## config.mk

```make
export PLATFORM = sky130hd
export DESIGN_NAME = button_click_event_detector
export DESIGN_NICKNAME = d
export VERILOG_FILES = /design/src/rtl/bced_pkg.sv /design/src/rtl/button_click_event_detector.sv /design/src/rtl/bced_window.sv /design/src/rtl/bced_csr.sv /design/src/rtl/bced_core.sv
export SDC_FILE = /design/constraint.sdc
export NUM_CORES = 1
export LEC_CHECK = 0
export BUFFER_PORTS_ARGS = -buffer_cell sky130_fd_sc_hd__buf_2
export CAP_MARGIN = 20
export CELL_PAD_IN_SITES_DETAIL_PLACEMENT = 0
export CELL_PAD_IN_SITES_GLOBAL_PLACEMENT = 1
export CORE_UTILIZATION = 53
export CTS_BUF_LIST = sky130_fd_sc_hd__clkbuf_2 sky130_fd_sc_hd__clkbuf_4 sky130_fd_sc_hd__clkbuf_8
export DETAILED_ROUTE_END_ITERATION = 10
export GPL_TIMING_DRIVEN = 1
export PLACE_DENSITY = 0.95
export SETUP_SLACK_MARGIN = 0.4
export SYNTH_ARGS = -nofsm -noshare
export SYNTH_HDL_FRONTEND = slang
export SYNTH_SLANG_ARGS = --single-unit
```

## constraint.sdc

```tcl
create_clock -name clock -period 9.5 [get_ports clock]
set_input_delay 1.9 -clock clock [delete_from_list [all_inputs] [get_ports clock]]
set_output_delay 1.9 -clock clock [all_outputs]
set_load 0.1 [all_outputs]
```

## src/rtl/bced_pkg.sv

```systemverilog
package bced_pkg;

   localparam int TIME_BITS_DEFAULT = 32;

   localparam int NOW_BITS       = 32;
   localparam int REQ_TDATA_BITS = 40;
   localparam int RSP_TDATA_BITS = 8;
   localparam int CSR_INDEX_BITS = 3;
   localparam int CSR_DATA_BITS  = 32;

   localparam logic [CSR_INDEX_BITS-1:0] CSR_INVERT_LEVEL = 3'd0;
   localparam logic [CSR_INDEX_BITS-1:0] CSR_CLICK_MIN    = 3'd1;
   localparam logic [CSR_INDEX_BITS-1:0] CSR_CLICK_MAX    = 3'd2;
   localparam logic [CSR_INDEX_BITS-1:0] CSR_DBL_MIN      = 3'd3;
   localparam logic [CSR_INDEX_BITS-1:0] CSR_DBL_MAX      = 3'd4;

   typedef struct packed {
      logic double_click_evt;
      logic click_evt;
      logic release_evt;
      logic press_evt;
      logic changed;
      logic level_out;
   } result_type;

   localparam int RESULT_BITS = $bits(result_type);

endpackage

```

## src/rtl/button_click_event_detector.sv

```systemverilog
// A request passes through the input register and then the result register before rsp_tvalid.
// Throughput: one request per cycle while rsp_tready is not held low; the detector state
// updates as a request moves from the input register into the result register.
// Reset (synchronous, active high): configuration registers clear to zero, both
// stages empty, the next request publishes its level unconditionally.
module button_click_event_detector
   import bced_pkg::*;
#(
   parameter int TIME_BITS = TIME_BITS_DEFAULT
) (
   input  logic                      clock,
   input  logic                      reset,
   input  logic                      req_tvalid,
   output logic                      req_tready,
   input  logic [REQ_TDATA_BITS-1:0] req_tdata,  // raw_level, now_ms[31:0], zero pad
   output logic                      rsp_tvalid,
   input  logic                      rsp_tready,
   output logic [RSP_TDATA_BITS-1:0] rsp_tdata,  // level_out, changed, press_evt,
                                                 // release_evt, click_evt,
                                                 // double_click_evt, zero pad
   input  logic                      csr_we,
   input  logic [CSR_INDEX_BITS-1:0] csr_index,
   input  logic [CSR_DATA_BITS-1:0]  csr_wdata
);

   logic                 invert_level;
   logic [TIME_BITS-1:0] click_min_ms;
   logic [TIME_BITS-1:0] click_max_ms;
   logic [TIME_BITS-1:0] dbl_min_ms;
   logic [TIME_BITS-1:0] dbl_max_ms;

   logic                in_valid_ff;
   logic                raw_level_ff;
   logic [NOW_BITS-1:0] now_ms_ff;
   logic                rsp_valid_ff, rsp_valid_in;
   result_type          rsp_ff;
   result_type          result;
   logic                advance;
   logic                req_take;

   bced_csr #(.TIME_BITS(TIME_BITS)) u_csr (
      .clock        (clock),
      .reset        (reset),
      .csr_we       (csr_we),
      .csr_index    (csr_index),
      .csr_wdata    (csr_wdata),
      .invert_level (invert_level),
      .click_min_ms (click_min_ms),
      .click_max_ms (click_max_ms),
      .dbl_min_ms   (dbl_min_ms),
      .dbl_max_ms   (dbl_max_ms)
   );

   assign advance    = in_valid_ff && (!rsp_valid_ff || rsp_tready);
   assign req_tready = !in_valid_ff || advance;
   assign req_take   = req_tvalid && req_tready;
   assign rsp_valid_in = advance || (rsp_valid_ff && !rsp_tready);

   bced_core #(.TIME_BITS(TIME_BITS)) u_core (
      .clock        (clock),
      .reset        (reset),
      .advance      (advance),
      .raw_level    (raw_level_ff),
      .now_ms       (now_ms_ff),
      .invert_level (invert_level),
      .click_min_ms (click_min_ms),
      .click_max_ms (click_max_ms),
      .dbl_min_ms   (dbl_min_ms),
      .dbl_max_ms   (dbl_max_ms),
      .result       (result)
   );

   always_ff @(posedge clock) begin
      if (reset) begin
         in_valid_ff  <= 1'b0;
         rsp_valid_ff <= 1'b0;
      end else begin
         in_valid_ff  <= req_take || (in_valid_ff && !advance);
         rsp_valid_ff <= rsp_valid_in;
      end
   end

   always_ff @(posedge clock) begin
      if (req_take) begin
         raw_level_ff <= req_tdata[0];
         now_ms_ff    <= req_tdata[NOW_BITS:1];
      end
      if (advance) begin
         rsp_ff <= result;
      end
   end

   assign rsp_tvalid = rsp_valid_ff;
   assign rsp_tdata  = {{(RSP_TDATA_BITS - RESULT_BITS){1'b0}}, rsp_ff};

   a_event_kind: assert property (@(posedge clock) disable iff (reset)
      rsp_tvalid |-> ((rsp_ff.press_evt || rsp_ff.release_evt) == rsp_ff.changed)
                     && !(rsp_ff.press_evt && rsp_ff.release_evt))
      else $error("press/release do not match changed");

   a_click_on_fall: assert property (@(posedge clock) disable iff (reset)
      (rsp_tvalid && rsp_ff.click_evt) |-> (rsp_ff.release_evt && !rsp_ff.level_out))
      else $error("click without a fall");

   a_dbl_on_rise: assert property (@(posedge clock) disable iff (reset)
      (rsp_tvalid && rsp_ff.double_click_evt) |-> (rsp_ff.press_evt && rsp_ff.level_out))
      else $error("double click without a rise");

   a_hold_input: assert property (@(posedge clock) disable iff (reset)
      (in_valid_ff && !advance) |=> (in_valid_ff && $stable(now_ms_ff)))
      else $error("input register dropped a stalled request");

endmodule

```

## src/rtl/bced_window.sv

```systemverilog
module bced_window
   import bced_pkg::*;
#(
   parameter int TIME_BITS = TIME_BITS_DEFAULT
) (
   input  logic [TIME_BITS-1:0] lo,
   input  logic [TIME_BITS-1:0] hi,
   input  logic [TIME_BITS-1:0] len,
   output logic                 hit
);

   // zero upper bound means no limit
   assign hit = (len >= lo) && ((hi == '0) || (len <= hi));

endmodule

```

## src/rtl/bced_csr.sv

```systemverilog
module bced_csr
   import bced_pkg::*;
#(
   parameter int TIME_BITS = TIME_BITS_DEFAULT
) (
   input  logic                      clock,
   input  logic                      reset,
   input  logic                      csr_we,
   input  logic [CSR_INDEX_BITS-1:0] csr_index,
   input  logic [CSR_DATA_BITS-1:0]  csr_wdata,
   output logic                      invert_level,
   output logic [TIME_BITS-1:0]      click_min_ms,
   output logic [TIME_BITS-1:0]      click_max_ms,
   output logic [TIME_BITS-1:0]      dbl_min_ms,
   output logic [TIME_BITS-1:0]      dbl_max_ms
);

   logic                 invert_level_ff;
   logic [TIME_BITS-1:0] click_min_ff;
   logic [TIME_BITS-1:0] click_max_ff;
   logic [TIME_BITS-1:0] dbl_min_ff;
   logic [TIME_BITS-1:0] dbl_max_ff;
   logic [TIME_BITS-1:0] wdata_time;

   assign wdata_time = TIME_BITS'(csr_wdata);

   always_ff @(posedge clock) begin
      if (reset) begin
         invert_level_ff <= 1'b0;
         click_min_ff    <= '0;
         click_max_ff    <= '0;
         dbl_min_ff      <= '0;
         dbl_max_ff      <= '0;
      end else if (csr_we) begin
         unique case (csr_index)
            CSR_INVERT_LEVEL: invert_level_ff <= csr_wdata[0];
            CSR_CLICK_MIN:    click_min_ff    <= wdata_time;
            CSR_CLICK_MAX:    click_max_ff    <= wdata_time;
            CSR_DBL_MIN:      dbl_min_ff      <= wdata_time;
            CSR_DBL_MAX:      dbl_max_ff      <= wdata_time;
            default: begin
            end
         endcase
      end
   end

   assign invert_level = invert_level_ff;
   assign click_min_ms = click_min_ff;
   assign click_max_ms = click_max_ff;
   assign dbl_min_ms   = dbl_min_ff;
   assign dbl_max_ms   = dbl_max_ff;

endmodule

```

## src/rtl/bced_core.sv

```systemverilog
module bced_core
   import bced_pkg::*;
#(
   parameter int TIME_BITS = TIME_BITS_DEFAULT
) (
   input  logic                 clock,
   input  logic                 reset,
   input  logic                 advance,
   input  logic                 raw_level,
   input  logic [NOW_BITS-1:0]  now_ms,
   input  logic                 invert_level,
   input  logic [TIME_BITS-1:0] click_min_ms,
   input  logic [TIME_BITS-1:0] click_max_ms,
   input  logic [TIME_BITS-1:0] dbl_min_ms,
   input  logic [TIME_BITS-1:0] dbl_max_ms,
   output result_type           result
);

   logic                 first_pending_ff, first_pending_in;
   logic                 last_level_ff, last_level_in;
   logic [TIME_BITS-1:0] click_start_ff, click_start_in;
   logic [TIME_BITS-1:0] edge_prev_ff, edge_prev_in;
   logic [TIME_BITS-1:0] edge_last_ff, edge_last_in;

   logic                 level;
   logic [TIME_BITS-1:0] now;
   logic [TIME_BITS-1:0] click_len;
   logic [TIME_BITS-1:0] press_len;
   logic [TIME_BITS-1:0] gap_len;
   logic                 click_hit;
   logic                 press_hit;
   logic                 gap_hit;
   logic                 change;
   logic                 dbl;

   assign level     = raw_level ^ invert_level;
   assign now       = TIME_BITS'(now_ms);
   assign click_len = now - click_start_ff;
   assign press_len = edge_last_ff - edge_prev_ff;
   assign gap_len   = now - edge_last_ff;

   bced_window #(.TIME_BITS(TIME_BITS)) u_click_win (
      .lo  (click_min_ms),
      .hi  (click_max_ms),
      .len (click_len),
      .hit (click_hit)
   );

   bced_window #(.TIME_BITS(TIME_BITS)) u_press_win (
      .lo  (dbl_min_ms),
      .hi  (dbl_max_ms),
      .len (press_len),
      .hit (press_hit)
   );

   bced_window #(.TIME_BITS(TIME_BITS)) u_gap_win (
      .lo  (dbl_min_ms),
      .hi  (dbl_max_ms),
      .len (gap_len),
      .hit (gap_hit)
   );

   assign change = first_pending_ff || (level != last_level_ff);
   assign dbl    = change && level && (edge_prev_ff != '0) && (edge_last_ff != '0)
                   && press_hit && gap_hit;

   always_comb begin
      first_pending_in = first_pending_ff;
      last_level_in    = last_level_ff;
      click_start_in   = click_start_ff;
      edge_prev_in     = edge_prev_ff;
      edge_last_in     = edge_last_ff;
      if (change) begin
         first_pending_in = 1'b0;
         last_level_in    = level;
         if (level) begin
            click_start_in = now;
         end
         if (dbl) begin
            edge_prev_in = '0;
            edge_last_in = '0;
         end else begin
            edge_prev_in = edge_last_ff;
            edge_last_in = now;
         end
      end
   end

   always_ff @(posedge clock) begin
      if (reset) begin
         first_pending_ff <= 1'b1;
         last_level_ff    <= 1'b0;
         click_start_ff   <= '0;
         edge_prev_ff     <= '0;
         edge_last_ff     <= '0;
      end else if (advance) begin
         first_pending_ff <= first_pending_in;
         last_level_ff    <= last_level_in;
         click_start_ff   <= click_start_in;
         edge_prev_ff     <= edge_prev_in;
         edge_last_ff     <= edge_last_in;
      end
   end

   always_comb begin
      result.level_out        = last_level_in;
      result.changed          = change;
      result.press_evt        = change && level;
      result.release_evt      = change && !level;
      result.click_evt        = change && !level && click_hit;
      result.double_click_evt = dbl;
   end

endmodule

```

### Yosys cells after proc, flatten, opt, wreduce, memory -nomap -nowiden

Cells that the tools add are included.

* register bits after elaboration: 268
* output and inout bits: 10
* word-level logic and storage cells: 77

* $add $sub $neg: 3
* $lt $le $gt $ge: 6
* equal/unequal tests: 5
* mux-type cells: 3
* bitwise gates (word level): 1
* reductions and logical operators: 39

Operators with widths (number)
* 32-bit greater-or-equal comparator: 3
* 32-bit less-or-equal comparator: 3
* 32-bit subtractor: 3
* 32-bit zero test: 2
* 32-bit two-way mux: 2
* 32-bit nonzero test: 2
* 1-bit logical AND: 14
* 2-bit AND reduction: 6
* 1-bit logical OR: 8
* 3-bit by 2-bit equality test with 1-bit output (second input constant): 2
* 1-bit zero test: 5
* 3-bit by 1-bit equality test with 1-bit output (second input constant): 1
* 3-bit equality test (second input constant): 1
* 3-bit zero test: 1
* 3-bit AND reduction: 1
* 1-bit two-way mux: 1
* 1-bit inequality test: 1
* 1-bit bitwise XOR: 1

### Longest topological paths before layout

Gate-level depths: netlist of the first run.

* word-level depth: 9
* gate-level depth with buffers: 25
* gate-level depth less buffers: 23

### Cells and area by module

A second synthesis of the first run with hierarchy kept.

* cells, all modules: 2448
* area total of the unflattened synthesis: 20158.1 um^2

Modules (own cells, without submodules)
* bced_core: instances 1, cells each 1227, area each 8753.4 um^2, sequential area each 1961.9 um^2
* bced_csr: instances 1, cells each 459, area each 5147.4 um^2, sequential area each 2582.5 um^2
* bced_window at u_core.u_click_win ...: instances 2, cells each 236, area each 1651.6 um^2, sequential area each 0.0 um^2
* bced_window at u_core.u_gap_win: instances 1, cells each 238, area each 1660.3 um^2, sequential area each 0.0 um^2
* button_click_event_detector: instances 1, cells each 52, area each 1293.7 um^2, sequential area each 1211.2 um^2

### Least setup slack after synthesis of the first run

No wires, ideal clock.

* kind: reg2reg
* start: reg now_ms_ff[0]
* end: reg rsp_ff (netlist bit rsp_tdata[4]) (data pin)
* setup time: 0.167 ns
* data arrival time: 4.710 ns
* data required time: 9.333 ns
* slack: 4.623 ns
* cell stages (with the launch flop): 22
* period minus slack after synthesis: 4.877 ns
* cells stage by stage: edfxtp_1 > inv_1 > ha_1 > inv_1 > fa_1 > a21o_1 > a221oi_2 > a21oi_2 > nor3_2 > o31ai_2 > or4b_1 > a31oi_1 > xnor2_1 > ha_1 > nand2_1 > nor2_1 > nand3_1 > or3_1 > or3_1 > o32a_1 > o31a_1 > a211oi_1

RTL lines
* start, declared: RTL line button_click_event_detector.sv:34 `logic [NOW_BITS-1:0] now_ms_ff;`
* start signal, assigned: RTL line button_click_event_detector.sv:86 `now_ms_ff <= req_tdata[NOW_BITS:1];`
* end signal, assigned: RTL line button_click_event_detector.sv:89 `rsp_ff <= result;`
* end, declared: RTL line button_click_event_detector.sv:36 `result_type rsp_ff;`

==> results of run 1 <==
## metrics by stage
| step | instance area (µm²) | hold slack [ns] | utilization |
|---|---|---|---|
| floorplan | 18580 | 0.4265 | - |
| global route | 20390 | 0.4675 | 0.5904 |
| finish | 20390 | 0.4533 | 0.5904 |
| CTS | 20350 | 0.4548 | 0.5892 |
| detailed placement | 19330 | 0.4416 | 0.5596 |
| global placement | 19320 | 0.4327 | 0.5592 |
## worst paths after layout
check / depth (start not counted) / slack [ns] / startpoint / endpoint
setup / recovery: 23 / 3.17 / now_ms_ff[0]$_DFFE_PP_ / u_core.edge_prev_ff[3]$_SDFFE_PP0P_
hold / removal: 2 / 0.45 / u_core.click_start_ff[19]$_SDFFE_PP0P_ / u_core.click_start_ff[19]$_SDFFE_PP0P_
setup reg to reg: 23 / 3.17 / now_ms_ff[0]$_DFFE_PP_ / u_core.edge_prev_ff[3]$_SDFFE_PP0P_
hold reg to reg: 2 / 0.45 / u_core.click_start_ff[19]$_SDFFE_PP0P_ / u_core.click_start_ff[19]$_SDFFE_PP0P_
## cells in the final DEF, fill, tap and decap left out, drive strengths merged, types with 4 or more instances in the layout
master / instances
o31a: 5
nor2: 85
a22o: 65
nand4: 44
nand2b: 16
o31ai: 9
a221oi: 5
nand3: 23
a21oi: 286
ha: 285
a211o: 6
o21a: 18
a31oi: 10
and2: 10
nor3: 23
nor2b: 22
nor4: 38
clkbuf: 72
o21bai: 16
xor2: 27
xnor2: 55
inv: 260
dfxtp: 229
a221o: 4
a21o: 89
a2111oi: 4
or3: 10
a211oi: 14
buf: 93
o22ai: 4
o211ai: 8
nand2: 370
and3: 9
and4: 7
o21ai: 64
edfxtp: 39
clkinv: 12
## cells in the mapped netlist (all sizes together) (27+ instances only)
cell type	number
edfxtp	39
o21ai	64
nor2	85
xnor2	55
xor2	27
a22o	65
nand4	44
ha	285
a21o	89
nand2	370
inv	260
nor4	38
clkbuf	61
a21oi	286
dfxtp	229
## power breakdown
group / switching, mW / internal [mW]
logic: 0.732 / 0.551
registers: 0.0457 / 1.19
clock network: 0.508 / 0.646
## flip-flops by register name, indices dropped and copies added, names as in the netlist
signal / cells
rsp_tdata: 6
rsp_tvalid: 1
u_core.first_pending_ff: 1
now_ms_ff: 32
u_core.click_start_ff: 32
u_csr.dbl_max_ms: 32
u_core.last_level_ff: 1
u_core.edge_prev_ff: 32
u_csr.invert_level: 1
u_csr.dbl_min_ms: 32
in_valid_ff: 1
u_csr.click_max_ms: 32
u_csr.click_min_ms: 32
u_core.edge_last_ff: 32
raw_level_ff: 1
## area by class of cell
class,count,area share
Timing Repair Buffer,93,0.02626
Sequential cell,268,0.2822
Inverter,260,0.04785
Multi-Input combinational cell,1677,0.5657
Clock inverter,15,0.004847
Clock buffer,72,0.04521
Tap cell,455,0.02791
## layer usage
| layer | GRT usage | part of all wire | vias up | wire length, µm |
|---|---|---|---|---|
| met3 | 0.04411 | 0.061 | 91 | 3146 |
| met2 | 0.4712 | 0.45 | 440 | 23360 |
| li1 | - | - | 8147 | - |
| met1 | 0.3954 | 0.46 | 7698 | 23900 |
| met5 | 0 | 0 | - | 0 |
| met4 | 0.09150 | 0.029 | 0 | 1507 |
## logic make-up after synthesis
kind of cell,count (synthesis),share of synthesized area
buffers and inverters,331,0.07025
other,1,0.0002019
flip-flops,268,0.3098
adder cells (fa/ha/maj),288,0.1952
XOR/XNOR,82,0.03866
AND/OR/NAND/NOR,670,0.1647
AO/OA/AOI/OAI,635,0.2212
## worst min-delay path, delay by kind of cell (launching register included)
family          cells  cell delay [ns]
flops               1             0.31
simple gates        1             0.05
compound gates      1             0.05
==> results.md, run 1 <==
* CP Cell Sequence: inv_1, ha_1, inv_1, fa_1, a21oi_1, o21ai_0, a211oi_2, a31oi_1, and2_1, o21ai_1, a21oi_1, o41ai_1, xnor2_1, ha_1, nand4_1, or3_1, nor2_1, o311ai_0, a41o_1, and4_1, nor3b_4, buf_4, a22o_1
* Top Ports at 90
* H-tree depth at 2
* CP delay by family, top: compound AO/OA/AOI/OAI gates
* DRC Markers at 0
* Tmin final at 6.329 ns
* CTS buffer count at 47
* Leakage power at 8.085 nW
* Area leader, netlist: dfxtp_1
* GRT Total Usage at 0.2904
* Worst Setup Slack post-DPL at 3.325 ns
* Fmax achieved at 158.0 MHz
* Final setup viols at 0
* Post-DR vias/cell at 5.766
* Max Transition Viols Final at 0
* Main synth FF type: dfxtp_1
* Die X-Extent at 189.2 µm
* Global route overflow at 0
* Largest net degree at the start of global routing at 94
* Crit path buffers/inverters at 3
* Clk Latency, worst-skew pair at 0.63 ns
* Clock root buffer master: clkbuf_8
* Relative slew margins at 0.3133
* Max stage delay cell, worst path: buf_4
* Drt pass-1 iters at 5
* Register area share after synthesis at 0.3098
* Worst-path clk slew at 0.06 ns
* Initial Utilization at 0.5378
* Final Cycle Share at 0.6662
* Vias in the first global route at 15,750
* Total power at 3.675 mW
* TritonCTS clock tree: built
* Kind of critical path: reg2reg
* Least-Margin Pin Slew at 1.021 ns
* Routability cong. at 0.9488
* Worst-case clock buffer depth at 3
* Initial antenna violation count at 0
* Num Clock Sinks at 268
* Share of cells above drive strength 1 at 0.08512
* Asr flop ratio synth at 0
* DR WL/cell at 18.28 µm
* Hold WC Path Type: reg2reg
* Syn Inst Count at 2,275
* Die ar. at 0.03581 mm²
* Fin worst setup slack at 3.171 ns
* YS warnings at 0
* Critical path required time at 10.05 ns
* Filler instances at 3,197
* PwrDens at 180.2 mW/mm²
* Cell area after synthesis at 0.01858 mm²
* Die height at 189.2 µm
* Avg Cell Area, Syn at 8.166 µm²
* Count of final hold-check violations at 0
* Max FO, Critical Path at 64
* Status: finished clean
* Final Skew at 0.03832 ns
* Area contributors post-synth: dfxtp_1, ha_1, a21oi_1
* Max-cap check violation count at 0
* Flops & latches, synth at 268
* CP Capture Type: flip-flop
* Placed insts at 2,751
* Number of synthesized flops with an enable pin at 39
* First DRT Iteration DRCs at 898
* Startpoint class of the critical path: flip-flop
* RSZ-0062 raised after global routing: no
* Hold-fix buffer count after cts at 0
* Std-Cell Rows at 68
* Core area at 0.03454 mm²
* VDD IR max at 0.1439 mV
* Via count at 16,376
* Unique cell type count in the Yosys netlist at 83
* Postcts setup bufs at 0
* Synth top area share at 0.2468
* Register area at 0.005756 mm²
* First-pass GRT wire length at 81,560 µm
* Critical Path AT at 6.88 ns
* Multi-input logic area at 0.01154 mm²
* Dpl hpwl at 40,330 µm
* Layout overhead on the synthesized area at 9.779%
* Routed WL at 51,920 µm
* Finished Layout Cells at 2,840
* Fin Setup TNS at 0 ns
* N_diodes at 0
* DRT antenna net count at 0
* CP max stage delay at 0.62 ns
* Post-CTS sizing at 0
* I/O Buffers at 80
* Final #Nets at 2,715
(Power assumes the default switching activity.)
==> run 2: changes to the inputs <==
- ABC_AREA: not set -> 1
- CORE_UTILIZATION: 53 -> 43
- PLACE_DENSITY: 0.95 -> 0.87
- clock period: 9.5 -> 5.7 ns (I/O delays scaled with it)
==> run 2 against run 1 <==
Against the previous run:
- synthesized area is 5.5% higher
- critical endpoint is now u_core.edge_prev_ff[29]$_SDFFE_PP0P_
- synthesized cell count is 19% higher
- flip-flop and latch count stayed put
- fmax is 29% higher
- via count is 14% higher
==> results.md, run 2 <==
* Drt pass-1 iters at 5 (unchanged)
* R2R Path End: u_core.edge_prev_ff[29]$_SDFFE_PP0P_
* PwrDens at 320.8 mW/mm² (+78%)
* First-pass GRT wire length at 98,640 µm (+21%)
* R2R Setup Slk at 0.78 ns (-2.39 ns)
* H-tree depth at 2 (unchanged)
* First DRT Iteration DRCs at 1,350 (+50%)
* CP Capture Type: flip-flop
* Min-delay src: u_csr.click_min_ms[19]$_SDFFE_PP0P_
* Worst hold path depth at 2 (unchanged)
* Num Clock Sinks at 268 (unchanged)
* Fin Setup TNS at 0 ns (unchanged)
* Layout overhead on the synthesized area at 12.09%
* Post-CTS sizing at 0 (unchanged)
* Finished Layout Cells at 3,415 (+20%)
* DR WL/cell at 18.69 µm (+2.2%)
* Area contributors post-synth: dfxtp_1, ha_1, a21oi_1
* Commonest non-fill, non-tap cells in the layout: nand2_1, a21oi_1, inv_1
* Top Ports at 90 (unchanged)
* CP max stage delay at 0.53 ns (-0.09 ns)
* Via count at 18,733 (+14%)
* Hold Path Sink: u_csr.click_min_ms[19]$_SDFFE_PP0P_
* CP delay by family, top: compound AO/OA/AOI/OAI gates
* TritonCTS clock tree: built
* Count of final hold-check violations at 0 (unchanged)
* Number of synthesized flops with an enable pin at 39 (unchanged)
* Leakage power at 9.278 nW (+15%)
* Status: finished clean
* Dpl hpwl at 51,290 µm (+27%)
* Max stage delay cell, worst path: edfxtp_1
* Initial Utilization at 0.4394 (-0.09844)
* Final Cycle Share at 0.8630 (+0.1968)
* List of most frequent post-synthesis cells: nand2_1, a21oi_1, inv_1
* Fmax achieved at 203.3 MHz (+29%)
* Vias in the first global route at 17,353 (+10%)
* Final Skew at 0.04532 ns (+0.006997 ns)
* Clk Latency, worst-skew pair at 0.66 ns (+0.03 ns)
* Area after DPL at 0.02057 mm² (+6.4%)
* Max FO, Critical Path at 35 (-45%)
* Syn Inst Count at 2,701 (+19%)
* Kind of critical path: reg2reg
* Max Transition Viols Final at 0 (unchanged)
* Die height at 215.5 µm (+14%)
* Final setup viols at 0 (unchanged)
* RR Startpoint: now_ms_ff[0]$_DFFE_PP_
* N_diodes at 0 (unchanged)
* Worst-path clk slew at 0.07 ns (about the same)
* Core area at 0.04461 mm² (+29%)
* Placed insts at 3,320 (+21%)
* Initial antenna violation count at 0 (unchanged)
* Reg2Reg Depth at 25 (+8.7%)
* VDD IR max at 0.2722 mV (+89%)
* Clock root buffer master: clkbuf_8
* Main synth FF type: dfxtp_1
* Crit path buffers/inverters at 4 (+1)
* Final std cell area, no fill at 0.02197 mm² (+7.7%)
* Most common cell in the netlist: nand2_1
* Largest net degree at the start of global routing at 67 (-29%)
* DRT antenna net count at 0 (unchanged)
* Final core occ at 0.4925 (-0.09791)
* Worst Setup Slack post-DPL at 0.6353 ns (-2.689 ns)
* Least-Margin Pin Slew at 1.005 ns (-0.01556 ns)
* Max-cap check violation count at 0 (unchanged)
* Cell area after synthesis at 0.01960 mm² (+5.5%)
* Flops & latches, synth at 268 (unchanged)
* Std-Cell Rows at 77 (+13%)
* Final #Nets at 3,150 (+16%)
* CP dominant cell by count: nand2_1
* DRC Markers at 0 (unchanged)
* Tmin final at 4.919 ns (-1.410 ns)
* Share of cells above drive strength 1 at 0.07864 (-0.006476)
* Asr flop ratio synth at 0 (unchanged)
* Die X-Extent at 215.5 µm (+14%)
* Most common cell after layout, fill and taps aside: nand2_1
* RSZ-0062 raised after global routing: no
* Fin worst setup slack at 0.7809 ns (-2.390 ns)
* Register area share after synthesis at 0.2937 (-0.01614)
* CTS buffer count at 49 (+4.3%)
* Routed WL at 63,820 µm (+23%)
* Post-DR vias/cell at 5.486 (-4.9%)
* Critical path required time at 6.25 ns (-3.80 ns)
* WHS at 0.4594 ns (+0.006118 ns)
* Relative slew margins at 0.3298 (+0.01648)
* Synth top area share at 0.2339 (-0.01286)
* Postcts setup bufs at 0 (unchanged)
* Critical Path AT at 5.47 ns (-1.41 ns)
* Die ar. at 0.04644 mm² (+30%)
* Global route overflow at 0 (unchanged)
* Hold-fix buffer count after cts at 0 (unchanged)
* Area leader, netlist: dfxtp_1
* Avg Cell Area, Syn at 7.256 µm² (-11%)
* I/O Buffers at 80 (unchanged)
* Unique cell type count in the Yosys netlist at 44 (-47%)
* Routability cong. at 0.9706 (+2.3%)
* Worst-case clock buffer depth at 3 (unchanged)
* Hold WC Path Type: reg2reg
* GRT Total Usage at 0.2716 (-0.01882)
* Startpoint class of the critical path: flip-flop
* Total power at 7.047 mW (+92%)
* YS warnings at 0 (unchanged)
## run 2: cell types whose count changed after synthesis, moves of 31 or more
cell      before  now
a21o_1        88   14
a22o_1        65    0
o21ai_0       62  207
xor2_1        27   60
a21oi_1      281  427
xnor2_1       55   24
nand2_1      369  547
nor2_1        85  135
inv_1        260  357
nand3_1       23   61
o21bai_1      16   71
## run 2: how the worst max path moves through the flow
stage                                           end                   start  depth (start not counted)  slack, ns
5_1_grt        u_core.edge_last_ff[30]$_SDFFE_PP0P_  now_ms_ff[0]$_DFFE_PP_                         25       0.43
6_report       u_core.edge_prev_ff[29]$_SDFFE_PP0P_  now_ms_ff[0]$_DFFE_PP_                         25       0.78
4_1_cts        u_core.edge_prev_ff[29]$_SDFFE_PP0P_  now_ms_ff[0]$_DFFE_PP_                         27       0.59
2_1_floorplan   u_core.edge_last_ff[0]$_SDFFE_PP0P_  now_ms_ff[0]$_DFFE_PP_                         27       1.95
3_3_place_gp   u_core.edge_last_ff[18]$_SDFFE_PP0P_  now_ms_ff[0]$_DFFE_PP_                         26       0.73
3_5_place_dp   u_core.edge_prev_ff[29]$_SDFFE_PP0P_  now_ms_ff[0]$_DFFE_PP_                         27       0.64
## run 2: logic make-up (layout without fill, tap and decap cells)
| family | Yosys count | count (layout) | share of synthesized area |
|---|---|---|---|
| AND/OR/NAND/NOR | 838 | 838 | 0.1750 |
| AO/OA/AOI/OAI | 775 | 775 | 0.2164 |
| buffers and inverters | 446 | 567 | 0.09142 |
| adder cells (fa/ha/maj) | 288 | 288 | 0.1850 |
| flip-flops | 268 | 268 | 0.2937 |
| XOR/XNOR | 85 | 85 | 0.03837 |
| other | 1 | 2 | 0.0001913 |
## run 2: power by group
part / switching, mW / total (mW) / internal (mW)
registers: 0.0693 / 2.07 / 2.00
clock network: 0.943 / 2.44 / 1.50
logic: 1.67 / 2.54 / 0.871
total: 2.68 / 7.05 / 4.37
## run 2: worst register-to-register path: stages, from the launching register on
cell and delay (ns):
edfxtp_1 0.53, inv_1 0.17, ha_1 0.16, inv_1 0.06, fa_1 0.39, nand3_1 0.08, nand2_1 0.08, a21oi_1 0.28
o21ai_1 0.19, a21boi_2 0.29, inv_1 0.07, nand2_1 0.06, nand2_1 0.07, nand2_1 0.09, a21o_1 0.11, nand2_1 0.09
ha_1 0.29, nand2_1 0.08, o21ai_0 0.08, a21oi_1 0.29, a21boi_0 0.35, nand3_1 0.16, nand2_2 0.15, buf_4 0.37
o21bai_1 0.17, a21oi_1 0.15
## run 2: final cells by class
class | instances | area [µm²]
Clock buffer | 67 | 865.8
Clock inverter | 25 | 427.9
Fill cell | 4480 | 22640
Inverter | 361 | 1355
Multi-Input combinational cell | 1988 | 12110
Sequential cell | 268 | 5756
Tap cell | 592 | 740.7
Timing Repair Buffer | 114 | 718.2
## run 2: layer usage
layer,up-vias,wire (µm),track usage
met1,8770,30280,0.3855
met2,579,28200,0.4311
met5,-,0,0
li1,9287,-,-
met3,97,3840,0.03214
met4,0,1504,0.07683
==> run 3: changes to the inputs <==
- ABC_AREA: 1 -> not set
- CAP_MARGIN: 20 -> 5
- CORE_UTILIZATION: 43 -> 44
==> run 3 against run 2 <==
Against the previous run:
- register-to-register slack lost 0.49 ns
- total power shrank 8.0%
- clock power shrank 21%
- global-route usage shrank 1.2 points
- first-iteration DRC count shrank 28%
- via count shrank 9.8%
- critical path type unchanged
- critical endpoint is now u_core.edge_prev_ff[23]$_SDFFE_PP0P_
- largest power group unchanged
- highest routed layer unchanged
==> results.md, run 3 (same netlist as run 1, synthesis figures left out) <==
* Status: finished clean
* Die ar. at 0.04305 mm² (-7.3%)
* Routability cong. at 0.9521 (-1.9%)
* Dpl hpwl at 43,220 µm (-16%)
* Worst-case clock buffer depth at 3 (unchanged)
* Vias in the first global route at 16,531 (-4.7%)
* CTS buffer count at 47 (-4.1%)
* Worst hold path depth at 2 (unchanged)
* Least-Margin Pin Slew at 1.215 ns (+0.2102 ns)
* Relative slew margins at 0.1897 (-0.1401)
* Max FO, Critical Path at 8 (-77%)
* Reg2Reg Depth at 26 (+4.0%)
* N_diodes at 0 (unchanged)
* I/O Buffers at 80 (unchanged)
* Die X-Extent at 207.5 µm (-3.7%)
* Final Cycle Share at 0.9487 (+0.08565)
* CP max stage delay at 0.43 ns (-0.10 ns)
* Worst-path clk slew at 0.06 ns (about the same)
* Die height at 207.5 µm (-3.7%)
* Leakage power at 8.745 nW (-5.7%)
* Hold-fix buffer count after cts at 0 (unchanged)
* H-tree depth at 2 (unchanged)
* Placed insts at 2,891 (-13%)
* Crit path buffers/inverters at 7 (+3)
* DR WL/cell at 18.76 µm (+0.40%)
* Count of final hold-check violations at 0 (unchanged)
* Most common cell after layout, fill and taps aside: nand2_1
* Register area at 0.005761 mm² (about the same)
* Startpoint class of the critical path: flip-flop
* VDD IR max at 0.1896 mV (-30%)
* Global route overflow at 0 (unchanged)
* Tmin final at 5.407 ns (+0.4882 ns)
* Finished Layout Cells at 3,023 (-11%)
* Filler instances at 3,781 (-16%)
* Max Transition Viols Final at 0 (unchanged)
* Layout overhead on the synthesized area at 18.02%
* Clock root buffer master: clkbuf_8
* Routed WL at 56,720 µm (-11%)
* Hold WC Path Type: reg2reg
* DRT antenna net count at 0 (unchanged)
* TritonCTS clock tree: built
* Num Clock Sinks at 268 (unchanged)
* Critical path required time at 6.22 ns (-0.03 ns)
* Kind of critical path: reg2reg
* Share of cells above drive strength 1 at 0.1554 (+0.07672)
* Via count at 16,899 (-9.8%)
* Final #Nets at 2,820 (-10%)
* RSZ-0062 raised after global routing: yes
* Top Ports at 90 (unchanged)
* Multi-input logic area at 0.01211 mm² (about the same)
* PwrDens at 295.6 mW/mm² (-7.9%)
* Fmax achieved at 184.9 MHz (-9.0%)
* Max stage delay cell, worst path: or3_4
* Std-Cell Rows at 74 (-3.9%)
* Final Skew at 0.02530 ns (-0.02002 ns)
* CP Capture Type: flip-flop
* Core area at 0.04120 mm² (-7.6%)
* CP delay by family, top: compound AO/OA/AOI/OAI gates
* First DRT Iteration DRCs at 968 (-28%)
* Post-DR vias/cell at 5.590 (+1.9%)
* Clk Latency, worst-skew pair at 0.64 ns (-0.02 ns)
* Fin Setup TNS at 0 ns (unchanged)
* DRC Markers at 0 (unchanged)
* Drt pass-1 iters at 5 (unchanged)
* Initial Utilization at 0.4509 (+0.01153)
* Critical Path AT at 5.92 ns (+0.45 ns)
* GRT Total Usage at 0.2600 (-0.01155)
* Commonest non-fill, non-tap cells in the layout: nand2_1, a21oi_1, ha_1
* Final setup viols at 0 (unchanged)
* Largest net degree at the start of global routing at 104 (+55%)
* Stages on worst setup path at 26 (+4.0%)
* First-pass GRT wire length at 88,060 µm (-11%)
* Initial antenna violation count at 0 (unchanged)
* Max-cap check violation count at 0 (unchanged)
-- run 3: cell types whose count changed in the layout (fill, tap and decap cells not counted), sizes merged, moves of 31 or more --
cell    before  now
a21o        14   89
a21oi      429  286
a22o         0   65
buf        114  196
inv        362  261
nand2      547  370
nand3       61   23
nor2       135   85
o21ai      208   64
o21bai      71   16
xnor2       24   55
xor2        61   27
-- run 3: final cells by class --
cell class,instances,share of cell area
inverter,260,0.04451
timing repair buffer,198,0.06426
tap,532,0.03036
multi-input combinational,1677,0.5522
clock buffer,66,0.03801
clock inverter,22,0.007875
sequential,268,0.2627
-- run 3: worst paths after layout --
path                                                     startpoint                                    to  slack (ns)
worst max-delay path                         now_ms_ff[0]$_DFFE_PP_  u_core.edge_prev_ff[23]$_SDFFE_PP0P_        0.29
worst min-delay path            u_csr.click_min_ms[14]$_SDFFE_PP0P_   u_csr.click_min_ms[14]$_SDFFE_PP0P_        0.45
worst max register to register               now_ms_ff[0]$_DFFE_PP_  u_core.edge_prev_ff[23]$_SDFFE_PP0P_        0.29
worst min register to register  u_csr.click_min_ms[14]$_SDFFE_PP0P_   u_csr.click_min_ms[14]$_SDFFE_PP0P_        0.45
-- run 3: tightest hold or removal path, stage by stage, from the launching register on --
cell     delay (ns)
dfxtp_1        0.31
nand2_1        0.05
a21oi_1        0.05
-- run 3: power by group --
part	internal, mW	total, mW	leakage, nW	switching, mW
clock	1.05	1.92	0.540	0.872
combinational	1.11	2.51	5.97	1.40
sequential	1.99	2.05	2.24	0.0651
-- run 3: timing repair --
action,CTS,global route
pin swaps,46,44
buffers inserted,27,13
cloned,2,2
resized for setup,81,26
endpoints found under the setup margin,65,65
-- run 3: layer usage --
metal | wire [µm] | share of wire | GRT usage
met1 | 26190 | 0.46 | 0.3573
met2 | 26030 | 0.46 | 0.4258
met3 | 2830 | 0.050 | 0.02451
met4 | 1673 | 0.029 | 0.08904
met5 | 0 | 0 | 0
-- run 3: through the flow --
| stage | total power [mW] | utilization | hold slack (ns) | instance area [µm²] | setup slack, ns |
|---|---|---|---|---|---|
| final | 6.480 | 0.5321 | 0.4525 | 21920 | 0.2926 |
| after global routing | 6.880 | 0.5321 | 0.4696 | 21920 | 0.05738 |
| after CTS | 6.434 | 0.5252 | 0.4535 | 21640 | 0.3828 |
| after detailed placement | 4.357 | 0.4831 | 0.4403 | 19910 | 0.01193 |
| after global placement | 4.289 | 0.4831 | 0.4337 | 19910 | 0.04234 |
| after floorplan | 3.667 | - | 0.4265 | 18580 | 0.8232 |
